$ cat src/rtl/upc_pkg.sv
`default_nettype none
package upc_pkg;

	localparam logic [7:0] PCT   = 8'h25;
	localparam logic [7:0] TILDE = 8'h7e;
	localparam logic [7:0] HI_MASK = 8'hf0;
	localparam logic [7:0] LO_MASK = 8'h0f;

	localparam logic MODE_ENCODE = 1'b0;
	localparam logic MODE_DECODE = 1'b1;

	// escape progress in decode mode
	localparam logic [1:0] PEND_NONE  = 2'd0;
	localparam logic [1:0] PEND_PCT   = 2'd1;
	localparam logic [1:0] PEND_DIGIT = 2'd2;

	localparam int unsigned MAX_RES = 3;

	typedef logic [7:0] byte_t;

	function automatic logic is_unreserved(input byte_t b);
		logic r;
		r = (b >= 8'h30 && b <= 8'h39) || (b >= 8'h41 && b <= 8'h5a) ||
			(b >= 8'h61 && b <= 8'h7a) ||
			b == 8'h2d || b == 8'h2e || b == 8'h5f || b == TILDE;
		return r;
	endfunction

	function automatic logic is_hex(input byte_t b);
		logic r;
		r = (b >= 8'h30 && b <= 8'h39) || (b >= 8'h41 && b <= 8'h46) ||
			(b >= 8'h61 && b <= 8'h66);
		return r;
	endfunction

	// digit value of a hex character (letters of either case)
	function automatic logic [3:0] hex_nib(input byte_t b);
		logic [3:0] r;
		if (b <= 8'h39) begin
			r = b[3:0];
		end else begin
			r = b[3:0] + 4'd9;
		end
		return r;
	endfunction

	// "0123456789ABCDEF"
	function automatic byte_t hex_upper(input logic [3:0] n);
		byte_t r;
		if (n < 4'd10) begin
			r = 8'h30 + {4'd0, n};
		end else begin
			r = 8'h37 + {4'd0, n};
		end
		return r;
	endfunction

endpackage
`default_nettype wire

$ cat src/rtl/upc_in_if.sv
`default_nettype none
interface upc_in_if;
	logic       valid;
	logic       ready;
	logic [7:0] in_byte;
	logic       end_of_text;

	modport source (output valid, output in_byte, output end_of_text, input ready);
	modport sink (input valid, input in_byte, input end_of_text, output ready);
endinterface
`default_nettype wire

$ cat src/rtl/upc_out_if.sv
`default_nettype none
interface upc_out_if;
	logic       valid;
	logic       ready;
	logic [7:0] out_byte;
	logic       run_last;
	logic       text_done;

	modport source (output valid, output out_byte, output run_last, output text_done,
		input ready);
	modport sink (input valid, input out_byte, input run_last, input text_done,
		output ready);
endinterface
`default_nettype wire

$ cat src/rtl/url_percent_codec_core.sv
`default_nettype none
// The first result byte of an item is valid in the cycle after the item is accepted
// when the output is idle; behind a group still draining it waits until that group is done.
// Items are taken one per cycle while each gives at most one byte and the output stays ready;
// an item that expands to N bytes emits them one result byte per cycle while the output is ready.
// A two-entry result group buffer lets the next item in while a group is still draining.
// Reset (arst_n low): encode mode, no escape held, result buffers empty.
module url_percent_codec_core
	import upc_pkg::*;
(
	input  wire logic   clk,
	input  wire logic   arst_n,
	input  wire logic   cfg_we,
	input  wire logic   cfg_wdata,
	upc_in_if.sink      text,
	upc_out_if.source   result
);

	logic       mode_q;
	logic [1:0] pend_q;
	byte_t      held_q;

	// group being emitted
	logic       g_valid_q;
	byte_t      g_byte_q [MAX_RES];
	logic [1:0] g_n_q;
	logic [1:0] g_idx_q;
	logic       g_eot_q;

	// group waiting behind it
	logic       w_valid_q;
	byte_t      w_byte_q [MAX_RES];
	logic [1:0] w_n_q;
	logic       w_eot_q;

	byte_t      nb [MAX_RES];
	logic [1:0] nn;
	logic [1:0] pend_n;
	byte_t      held_n;

	logic accept, g_last, g_take, g_free, new_grp;
	byte_t b;

	assign b = text.in_byte;

	always_comb begin
		for (int i = 0; i < MAX_RES; i++) begin
			nb[i] = PCT;
		end
		nn = 2'd0;
		pend_n = pend_q;
		held_n = held_q;
		if (mode_q == MODE_ENCODE) begin
			pend_n = PEND_NONE;
			if (is_unreserved(b)) begin
				nb[0] = b;
				nn = 2'd1;
			end else begin
				nb[0] = PCT;
				nb[1] = hex_upper(4'((b & HI_MASK) >> 4));
				nb[2] = hex_upper(4'(b & LO_MASK));
				nn = 2'd3;
			end
		end else begin
			case (pend_q)
				PEND_PCT: begin
					if (is_hex(b)) begin
						held_n = b;
						pend_n = PEND_DIGIT;
					end else if (b == PCT) begin
						nn = 2'd1;
						pend_n = PEND_PCT;
					end else begin
						nb[1] = b;
						nn = 2'd2;
						pend_n = PEND_NONE;
					end
				end
				PEND_DIGIT: begin
					if (is_hex(held_q) && is_hex(b)) begin
						nb[0] = {hex_nib(held_q), hex_nib(b)};
						nn = 2'd1;
						pend_n = PEND_NONE;
					end else if (b == PCT) begin
						nb[1] = held_q;
						nn = 2'd2;
						pend_n = PEND_PCT;
					end else begin
						nb[1] = held_q;
						nb[2] = b;
						nn = 2'd3;
						pend_n = PEND_NONE;
					end
				end
				default: begin
					if (b == PCT) begin
						pend_n = PEND_PCT;
					end else begin
						nb[0] = b;
						nn = 2'd1;
					end
				end
			endcase
		end
		// end of text: flush whatever escape is still held
		if (text.end_of_text) begin
			if (pend_n != PEND_NONE && nn != 2'd3) begin
				nb[nn] = PCT;
				nn = nn + 2'd1;
			end
			if (pend_n == PEND_DIGIT && nn != 2'd3) begin
				nb[nn] = held_n;
				nn = nn + 2'd1;
			end
			pend_n = PEND_NONE;
			held_n = 8'h00;
		end
	end

	assign text.ready = !w_valid_q;
	assign accept  = text.valid && text.ready;
	assign new_grp = accept && (nn != 2'd0);

	assign g_last = (g_idx_q == g_n_q - 2'd1);
	assign g_take = result.valid && result.ready;
	assign g_free = !g_valid_q || (g_take && g_last);

	assign result.valid     = g_valid_q;
	assign result.out_byte  = g_byte_q[g_idx_q];
	assign result.run_last  = g_last;
	assign result.text_done = g_last && g_eot_q;

	always_ff @(posedge clk or negedge arst_n) begin
		if (!arst_n) begin
			mode_q    <= MODE_ENCODE;
			pend_q    <= PEND_NONE;
			held_q    <= 8'h00;
			g_valid_q <= 1'b0;
			g_idx_q   <= 2'd0;
			w_valid_q <= 1'b0;
		end else begin
			if (cfg_we) begin
				mode_q <= cfg_wdata;
				pend_q <= PEND_NONE;
				held_q <= 8'h00;
			end else if (accept) begin
				pend_q <= pend_n;
				held_q <= held_n;
			end

			if (g_free) begin
				g_idx_q <= 2'd0;
				if (w_valid_q) begin
					g_valid_q <= 1'b1;
					w_valid_q <= 1'b0;
				end else begin
					g_valid_q <= new_grp;
				end
			end else begin
				if (g_take) begin
					g_idx_q <= g_idx_q + 2'd1;
				end
				if (new_grp) begin
					w_valid_q <= 1'b1;
				end
			end
		end
	end

	// group payload, no reset
	always_ff @(posedge clk) begin
		if (g_free) begin
			if (w_valid_q) begin
				g_byte_q <= w_byte_q;
				g_n_q    <= w_n_q;
				g_eot_q  <= w_eot_q;
			end else if (new_grp) begin
				g_byte_q <= nb;
				g_n_q    <= nn;
				g_eot_q  <= text.end_of_text;
			end
		end else if (new_grp) begin
			w_byte_q <= nb;
			w_n_q    <= nn;
			w_eot_q  <= text.end_of_text;
		end
	end

endmodule
`default_nettype wire
$ cat src/flat_wrapper.sv
// flat-port wrapper written by rule: the top's interface ports become plain ports
module url_percent_codec_core_flat import upc_pkg::*;
  (clk, arst_n, cfg_we, cfg_wdata, text_valid, text_in_byte, text_end_of_text, text_ready, result_valid, result_out_byte, result_run_last, result_text_done, result_ready);
  upc_in_if text_i ();
  upc_out_if result_i ();
  input  wire logic clk;
  input  wire logic arst_n;
  input  wire logic cfg_we;
  input  wire logic cfg_wdata;
  input wire logic [$bits(text_i.valid)-1:0] text_valid;
  input wire logic [$bits(text_i.in_byte)-1:0] text_in_byte;
  input wire logic [$bits(text_i.end_of_text)-1:0] text_end_of_text;
  output wire logic [$bits(text_i.ready)-1:0] text_ready;
  output wire logic [$bits(result_i.valid)-1:0] result_valid;
  output wire logic [$bits(result_i.out_byte)-1:0] result_out_byte;
  output wire logic [$bits(result_i.run_last)-1:0] result_run_last;
  output wire logic [$bits(result_i.text_done)-1:0] result_text_done;
  input wire logic [$bits(result_i.ready)-1:0] result_ready;
  assign text_i.valid = text_valid;
  assign text_i.in_byte = text_in_byte;
  assign text_i.end_of_text = text_end_of_text;
  assign text_ready = text_i.ready;
  assign result_valid = result_i.valid;
  assign result_out_byte = result_i.out_byte;
  assign result_run_last = result_i.run_last;
  assign result_text_done = result_i.text_done;
  assign result_i.ready = result_ready;
  url_percent_codec_core u_core (.clk(clk), .arst_n(arst_n), .cfg_we(cfg_we), .cfg_wdata(cfg_wdata), .text(text_i), .result(result_i));
endmodule
$ cat config.mk
export PLATFORM = sky130hd
export DESIGN_NAME = url_percent_codec_core_flat
export DESIGN_NICKNAME = d
export VERILOG_FILES = /design/src/rtl/upc_pkg.sv /design/src/rtl/upc_in_if.sv /design/src/rtl/upc_out_if.sv /design/src/rtl/url_percent_codec_core.sv /design/src/flat_wrapper.sv
export SDC_FILE = /design/constraint.sdc
export NUM_CORES = 1
export LEC_CHECK = 0
export BUFFER_PORTS_ARGS = -buffer_cell sky130_fd_sc_hd__buf_2
export CORE_AREA = 4 4 82 122
export CTS_CLUSTER_SIZE = 40
export DETAILED_ROUTE_END_ITERATION = 8
export DIE_AREA = 0 0 86 126
export PLACE_DENSITY = 0.75
export SYNTH_ARGS = -nofsm -noshare
export SYNTH_HDL_FRONTEND = slang
export SYNTH_SLANG_ARGS = --single-unit
$ cat constraint.sdc
create_clock -name clk -period 10.4 [get_ports clk]
set_input_delay 1.56 -clock clk [delete_from_list [all_inputs] [get_ports clk]]
set_output_delay 1.56 -clock clk [all_outputs]
set_load 0.1 [all_outputs]
# After elaboration in Yosys (flattened, before gate mapping)

Index checks and enable logic that the tools add are counted.

Add/subtract/negate cells: 10
Multiply operators: 0
Div/mod/pow operators: 0
$lt $le $gt $ge: 21
Eq/ne operators: 11
Shifts and indexed selects: 0
Multiplexer cells: 64
Bitwise logic cells: 7
Reduce and logical (&&, ||, !) cells: 39

Operator list:

| kind                                                 | count |
|---|---|
| 2-to-1 mux 24 bit                                    | 7 |
| 2-to-1 mux 8 bit                                     | 17 |
| <= comparator 8 x 7 -> 1 bit (second input constant) | 6 |
| 2-to-1 mux 2 bit                                     | 20 |
| demux 8 bit (select 2 bit)                           | 2 |
| >= comparator 8 x 7 -> 1 bit (second input constant) | 4 |
| 2-to-1 mux 16 bit                                    | 2 |
| case mux 8 bit (2 select lines)                      | 2 |
| adder 6 x 4 -> 7 bit (first input constant)          | 4 |
| bitwise mux 24 bit                                   | 1 |
| equality test 8 x 6 -> 1 bit (second input constant) | 3 |
| logical AND 1 bit                                    | 18 |
| binary-select mux 8 bit (select 2 bit)               | 1 |
| equality test 8 x 7 -> 1 bit (second input constant) | 2 |
| >= comparator 8 x 6 -> 1 bit (second input constant) | 2 |
| <= comparator 8 x 6 -> 1 bit (second input constant) | 2 |
| bitwise AND 15 bit                                   | 1 |
| inverter 15 bit                                      | 1 |
| nonzero test 2 bit                                   | 6 |
| logical OR 1 bit                                     | 11 |
| >= comparator 3 bit (second input constant)          | 3 |
| inverter 2 -> 3 bit                                  | 3 |
| OR 9 bit                                             | 1 |
| adder 4 bit (second input constant)                  | 2 |
| 14 further kinds                                     | 31 |

Register bits: 69
Bits in latches: 0
RAM bits: 0
Memory bits (read-only): 0
Input bits: 15
Logic and storage cells: 168
Memories kept: 0

# Depth between registers and ports, before layout

Gate-level depths: netlist of run 1.

Depth in word-level cells: 24
Gate-level depth with buffers: 24
Depth with buffers taken out: 21

# Least setup slack after synthesis of run 1

Ideal clock, no wire load.

Path type: input -> register
Start: input port text_in_byte[1]
End: register u_core.g_byte_q[0] (netlist bit) (enable)
Library setup time: 452 ps
Arrival time: 8313 ps
Slack: 1634 ps
Cell stages on the path: 22
Buffers on the path: 2
Path through: buf_2 > inv_1 > ha_1 > nor4b_2 > o21ai_0 > and3_1 > nor3_1 > buf_2 > a21oi_1 > o21ai_0 > ha_1 > a21oi_1 > mux2i_1 > inv_1 > ha_1 > a31o_2 > a31oi_1 > a31o_2 > o41ai_4 > a2111oi_0 > a2111oi_2 > a211oi_1

Word-level cells in the longest chain between the ends: 22

Ends and longest elaborated chain:

| item                                                                  | RTL line                      | source |
|---|---|---|
| start: declaration                                                    | flat_wrapper.sv:11            | `input wire logic [$bits(text_i.in_byte)-1:0] text_in_byte;` |
| branches (longest 17 deep; another with >= comparator 8 x 6 -> 1 bit) | --                            |  |
| 2-to-1 mux 2 bit *                                                    | url_percent_codec_core.sv:106 | `if (text.end_of_text) begin` |
| nonzero test 2 bit *                                                  | url_percent_codec_core.sv:122 | `assign new_grp = accept && (nn != 2'd0);` |
| logical AND 1 bit *                                                   | url_percent_codec_core.sv:122 |  |
| nonzero test 2 bit (no source line) *                                 | --                            |  |
| AND reduction 2 bit (no source line) *                                | --                            |  |
| end signal: assignment                                                | url_percent_codec_core.sv:174 | `g_byte_q <= w_byte_q;` |
| end signal: assignment                                                | url_percent_codec_core.sv:178 | `g_byte_q <= nb;` |
| end: declaration                                                      | url_percent_codec_core.sv:25  | `byte_t g_byte_q [MAX_RES];` |

Mark *: on every way between the ends. The select of a mux whose other input is x is not followed.
A chain may end at the register's enable or synchronous reset.

# Final worst setup path of run 1

Start: input port text_in_byte[1]
End: register u_core.g_byte_q[1] (netlist bit) (enable)

Same word-level chain as after synthesis.

==> flow_summary_export.csv, run 1 <==
group,metric,value,unit
outcome,status,"complete, no violations",
floorplan,ioPinCount,27,
pwr,max-vdd-ir-drop,313,µV
global_routing,grt_pass1_wl,24.8,mm
synthesis,syn_area,5130,µm²
clock_tree,cts_sinks,69,
global_routing,grt_util_met1,35.3,%
pwr,p_per_area,208,nW/µm²
drt,drt-initial-drc-count,515,
synthesis,syn-instance-count,567,
setup_path,ff2ff_path_depth,20,
timing,setup_tns,0,ns
floorplan,die_h,126,µm
floorplan,initial_core_util,57.8,%
clock_tree,clk_pin_slew,0.05,ns
timing,drv_slew,0,
drt,num_vias,4601,
synthesis,yosys.area.top_type,"edfxtp_1",
place,placedInstanceArea,5280,µm²
synthesis,netlist-cell-type-count,69,
timing,final.period_utilization,80.6,%
cells_and_area,area_growth,8.24,%
clock_tree,cts-resized-gates,0,
setup_path,r2r-start,"u_core.held_q[0]$_DFFE_PN0P_",
clock_tree,cts_buffer_depth,2,
timing,hold_viol_final,0,
synthesis,syn-num-nets,604,
clock_tree,cts_tree,"done",
drt,wl_per_cell,22.4,µm
global_routing,grt-ovfl-total,0,
setup_path,crit_type,"primary input to register",
synthesis,synth_edf_count,54,
global_routing,grt_max_degree,32,
cells_and_area,diodes,0,
place,dp_hpwl,11.6,mm
clock_tree,clkLatencyLatePin,0.33,ns
clock_tree,cts_setup_buffers,0,
timing,layout_min_cycle_time,8.38,ns
place,io_buffers,26,
timing,worst_pin_slew,1.26,ns
timing,slew_headroom,15.9,%
setup_path,end_kind,"register",
clock_tree,htreeDepth,3,
synthesis,ys_warn_count,0,
setup_path,r2r-end,"u_core.g_byte_q[1]$_DFFE_PP_",
drt,wirelength,15.4,mm
setup_path,arrival,8.32,ns
setup_path,critPathRequiredTime,10.34,ns
timing,rsz0062_at_grt,"no",
pwr,p_leak,2.03,nW
synthesis,yosysMostFrequentCell,"nand2_1",
timing,finalSetupViolCount,0,
min_path,hold_path.startpoint,"u_core.w_byte_q[5]$_DFFE_PP_",
drt,dr.pass1.iters,5,
synthesis,ys.flop_type,"edfxtp_1",
min_path,hold_path_class,"register to register",
clock_tree,numCtsBuffers,9,
setup_path,reg2reg_slack,3.11,ns
synthesis,synth_common_cells,"nand2_1 (74), edfxtp_1 (54), a21oi_1 (47)",
synthesis,ys_seq_elements,69,
timing,finClkSkew,0.00545,ns
synthesis,synthArstFlopShare,21.7,%
cells_and_area,nets,607,
floorplan,die_x,86,µm
synthesis,ys_top_cells_by_area,"edfxtp_1 (32%), dfrtp_1 (7.3%), nand2_1 (5.4%)",
floorplan,die-area,10800,µm²
global_routing,grt_pass1_vias,4530,
global_routing,grt_util_all_layers,29.4,%
floorplan,num_rows,42,
timing,max_freq,0.119,GHz
place,place.gp.congestion,1.01,
drt,drc,0,
cells_and_area,fill_cells,771,
setup_path,cp_max_fo,27,
global_routing,use_met3,3.40,%
synthesis,avgSynthCellArea,9.05,µm²
drt,vias_per_cell,6.72,
job,maxCapViolations,0,
synthesis,synth_top_area_share,31.6,%
synthesis,ys_seq_area_share,38.9,%
cells_and_area,layout-drive-gt1-share,13.6,%
min_path,whs_endpoint,"u_core.g_byte_q[5]$_DFFE_PP_",
global_routing,grt_use_met2,50.6,%
setup_path,start_kind,"primary input",
clock_tree,cts-root-buf,"clkbuf_16",
min_path,hold_path_depth,2,
global_routing,grt_busiest_layer,"met2",
clock_tree,ctsHoldBuffers,0,
global_routing,antenna_found_initial,0,
floorplan,core-area,8880,µm²
cells_and_area,final_cell_area,5560,µm²
drt,ant_nets,0,
==> cells by family (layout without fill, tap and decap cells) <==
family,count (synthesis),count (layout),share of synthesized area (%)
AO/OA/AOI/OAI,200,200,27.7
AND/OR/NAND/NOR,181,181,16.7
flip-flops,69,69,38.9
buffers and inverters,65,73,5.31
adder cells (fa/ha/maj),22,22,5.36
multiplexers,22,22,4.58
XOR/XNOR,8,8,1.37
==> final cells by class <==
cell class / count / area (µm²) / area share (%)
clock buffer: 10 / 239 / 4.30
clock inverter: 6 / 38.8 / 0.698
inverter: 27 / 101 / 1.82
multi-input combinational: 433 / 2880 / 51.9
sequential: 69 / 2000 / 35.9
tap: 110 / 138 / 2.48
timing repair buffer: 30 / 160 / 2.88
==> through the flow <==
stage / std cells / util [%] / total power, W / setup slack (ns) / hold WS, ns
2_1_floorplan: 567 / - / 0.000785 / 1.63 / 0.487
3_3_place_gp: 669 / 59.4 / 0.000860 / 2.21 / 0.498
3_5_place_dp: 669 / 59.4 / 0.000876 / 1.82 / 0.502
4_1_cts: 685 / 62.6 / 0.00116 / 2.14 / 0.523
5_1_grt: 685 / 62.6 / 0.00120 / 1.57 / 0.571
6_report: 685 / 62.6 / 0.00115 / 2.02 / 0.521
==> registers in the layout, summed over array words and instances (netlist names), 2 cells and up <==
signal	count
u_core.w_n_q	2
u_core.w_byte_q	24
u_core.held_q	8
u_core.g_idx_q	2
u_core.pend_q	2
u_core.g_byte_q	24
u_core.g_n_q	2
==> worst max path at each step <==
| stage | from | to | depth (start not counted) | slack (ns) |
|---|---|---|---|---|
| detailed placement | text_in_byte[1] | u_core.g_byte_q[8]$_DFFE_PP_ | 21 | 1.82 |
| floorplan | text_in_byte[1] | u_core.g_byte_q[0]$_DFFE_PP_ | 22 | 1.63 |
| global placement | text_in_byte[1] | u_core.g_byte_q[10]$_DFFE_PP_ | 22 | 2.21 |
| finish | text_in_byte[1] | u_core.g_byte_q[1]$_DFFE_PP_ | 21 | 2.02 |
| CTS | text_in_byte[1] | u_core.g_byte_q[8]$_DFFE_PP_ | 22 | 2.14 |
| global route | text_in_byte[1] | u_core.g_byte_q[16]$_DFFE_PP_ | 22 | 1.57 |
==> cell usage in the layout (no fill, tap or decap), drive strengths merged, types with 15 or more instances in the layout <==
| master | instances |
|---|---|
| inv | 27 |
| dfrtp | 15 |
| nand2 | 74 |
| buf | 30 |
| o21ai | 46 |
| edfxtp | 54 |
| nand3 | 17 |
| a21oi | 47 |
| o31ai | 15 |
| ha | 22 |
| nor2 | 37 |
==> critical path, stage by stage <==
cell       delay, ns
buf_2           0.25
inv_1           0.16
ha_1            0.27
o21bai_1        0.14
a311o_1         0.40
o22a_1          0.40
a31o_4          0.32
a21oi_1         0.06
o21ai_0         0.63
ha_1            0.44
a21oi_1         0.12
mux2i_1         0.27
inv_1           0.10
ha_1            0.27
a31o_2          0.24
a31oi_1         0.28
a31o_2          0.19
o41ai_4         0.13
a2111oi_0       0.80
a2111oi_2       0.18
a211oi_4        1.10
==> where the power goes <==
group	switching [W]	internal (W)	total [W]	leakage (nW)
clock	0.000114	0.000167	0.000281	0.134
combinational	0.000363	0.000106	0.000469	1.21
sequential	0.0000292	0.000374	0.000403	0.687
total	0.000507	0.000647	0.00115	2.03
==> per-layer routing <==
metal | vias to the layer above | share of wire [%] | wire length [µm]
li1 | 2125 | - | -
met5 | - | 0 | 0
met3 | 47 | 6.7 | 1030
met4 | 0 | 4.8 | 738
met1 | 2175 | 37 | 5670
met2 | 254 | 52 | 7920
No activity file was read; power rests on OpenSTA's default activity.
==> run 2, diff against run 1 <==
- CORE_AREA: 4 4 82 122 -> 4 4 84 125
- DIE_AREA: 0 0 86 126 -> 0 0 88 129
- clock period: 10.4 -> 6.75 ns (I/O delays scaled with it)
==> run 2 against run 1 <==
Compared with the run above:
- first-iteration DRC count decreased by 28%
- register-to-register slack got worse by 2.2 ns
- flip-flop and latch count unchanged
- critical endpoint is now u_core.g_byte_q[2]$_DFFE_PP_
==> flow_summary_export.csv, run 2 (synthesis gave the netlist of run 1 again) <==
group,metric,value,unit
setup_path,start_kind,"primary input",
clock_tree,cts_tree,"done",
pwr,p_per_area,329,nW/µm²
clock_tree,ctsHoldBuffers,0,
floorplan,die_h,129,µm
floorplan,initial_core_util,55.1,%
floorplan,core-area,9310,µm²
drt,wl_per_cell,21.5,µm
drt,wirelength,15.1,mm
min_path,hold_path_class,"register to register",
timing,final.period_utilization,95.6,%
clock_tree,cts-root-buf,"clkbuf_16",
global_routing,grt-ovfl-total,0,
place,place.gp.congestion,1.02,
cells_and_area,nets,624,
pwr,max-vdd-ir-drop,453,µV
global_routing,grt_util_all_layers,27.2,%
setup_path,ff2ff_path_depth,22,
setup_path,arrival,6.51,ns
global_routing,grt_max_degree,33,
global_routing,grt_pass1_vias,4449,
timing,hold_viol_final,0,
clock_tree,numCtsBuffers,9,
cells_and_area,reg.largest.list,"u_core.g_byte_q (24), u_core.w_byte_q (24), u_core.held_q (8)",
setup_path,cp_max_fo,9,
place,io_buffers,26,
cells_and_area,layout.cells.most_common,"nand2_1",
setup_path,reg2reg_slack,0.88,ns
setup_path,r2r-start,"u_core.held_q[0]$_DFFE_PN0P_",
drt,ant_nets,0,
timing,layout_min_cycle_time,6.45,ns
timing,max_freq,0.155,GHz
cells_and_area,area_growth,12.7,%
floorplan,num_rows,43,
timing,whs,0.526,ns
cells_and_area,diodes,0,
drt,drt-initial-drc-count,371,
clock_tree,cts_sinks,69,
min_path,whs_endpoint,"u_core.g_byte_q[10]$_DFFE_PP_",
clock_tree,htreeDepth,3,
floorplan,ioPinCount,27,
timing,setup_tns,0,ns
drt,vias_per_cell,6.68,
timing,drv_slew,0,
setup_path,critPathRequiredTime,6.81,ns
global_routing,grt_pass1_wl,23.4,mm
min_path,hold_path_depth,2,
timing,slew_headroom,42.7,%
timing,rsz0062_at_grt,"no",
job,maxCapViolations,0,
outcome,status,"complete, no violations",
clock_tree,clk_pin_slew,0.05,ns
floorplan,die-area,11400,µm²
setup_path,end_kind,"register",
timing,worst_pin_slew,0.851,ns
drt,num_vias,4702,
cells_and_area,final_cell_mix,"nand2_1 (74), edfxtp_1 (54), a21oi_1 (47), o21ai_0 (45), nor2_1 (37)",
drt,dr.pass1.iters,6,
setup_path,r2r-end,"u_core.g_byte_q[2]$_DFFE_PP_",
min_path,hold_path.startpoint,"u_core.w_byte_q[10]$_DFFE_PP_",
clock_tree,clkLatencyLatePin,0.32,ns
global_routing,antenna_found_initial,0,
timing,finClkSkew,0.00810,ns
setup_path,crit_type,"primary input to register",
cells_and_area,final_core_util,62.2,%
drt,drc,0,
cells_and_area,layout-drive-gt1-share,16.2,%
timing,finalSetupViolCount,0,
clock_tree,cts_buffer_depth,2,
place,dp_hpwl,11.4,mm
floorplan,die_x,88,µm
pwr,p_leak,2.15,nW
==> run 2: how the worst max path moves through the flow <==
stage / start / end / slack [ns] / depth (start not counted)
2_1_floorplan: text_in_byte[0] / u_core.g_byte_q[0]$_DFFE_PP_ / 0.1 / 21
3_3_place_gp: text_in_byte[1] / u_core.g_byte_q[2]$_DFFE_PP_ / 0.16 / 22
3_5_place_dp: text_in_byte[1] / u_core.g_byte_q[13]$_DFFE_PP_ / 0.1 / 23
4_1_cts: text_in_byte[1] / u_core.g_byte_q[3]$_DFFE_PP_ / 0.36 / 23
5_1_grt: text_in_byte[1] / u_core.g_byte_q[2]$_DFFE_PP_ / 0.02 / 22
6_report: text_in_byte[1] / u_core.g_byte_q[2]$_DFFE_PP_ / 0.30 / 22
==> run 2: what timing repair did <==
| action | 4_1_cts | 5_1_grt |
|---|---|---|
| endpoints found under the hold margin | 0 | 0 |
| buffers inserted | 0 | 0 |
| endpoints found under the setup margin | 0 | 27 |
| resized for setup | 0 | 1 |
==> run 2: stage by stage <==
| stage | setup WS [ns] | cell area, µm² | instances | total power (W) |
|---|---|---|---|---|
| 4_1_cts | 0.363 | 5780 | 704 | 0.00191 |
| 6_report | 0.298 | 5790 | 704 | 0.00190 |
| 3_3_place_gp | 0.158 | 5420 | 688 | 0.00134 |
| 5_1_grt | 0.0173 | 5790 | 704 | 0.00198 |
| 2_1_floorplan | 0.0997 | 5170 | 567 | 0.00121 |
| 3_5_place_dp | 0.0965 | 5420 | 688 | 0.00135 |
==> run 2: final cells by class <==
type                    instances  area, µm²
fillers                       765       3520
well taps                     112        140
repair buffers                 47        292
clock inverters                 5        106
clock buffers                  11        253
inverters                      27        101
flip-flops and latches         69       2000
multi-input cells             433       2900
==> run 2: power breakdown <==
part | internal [W] | total [W] | switching (W)
Clock | 0.000381 | 0.000551 | 0.000170
Sequential | 0.000575 | 0.000617 | 0.0000427
Combinational | 0.000175 | 0.000733 | 0.000558
==> run 2: layer usage <==
metal  routed length [µm]  track usage (%)
met4                 1030             17.4
met2                 7460             45.9
met3                  901             3.72
met1                 5720             31.7
met5                    0                0
==> run 2: worst max-delay path, cell delays in order <==
cell     delay, ns
buf_2         0.10
inv_1         0.15
ha_1          0.24
nor4b_2       0.32
o32a_1        0.27
o22a_1        0.33
a21o_1        0.21
o21ai_0       0.10
a221o_1       0.41
ha_1          0.25
a21oi_1       0.25
xor2_1        0.30
ha_1          0.33
a31o_2        0.14
a31oi_1       0.05
buf_4         0.18
o41ai_4       0.46
a21oi_1       0.14
o221a_1       0.44
nor4b_1       0.51
buf_4         0.21
o31ai_1       0.08
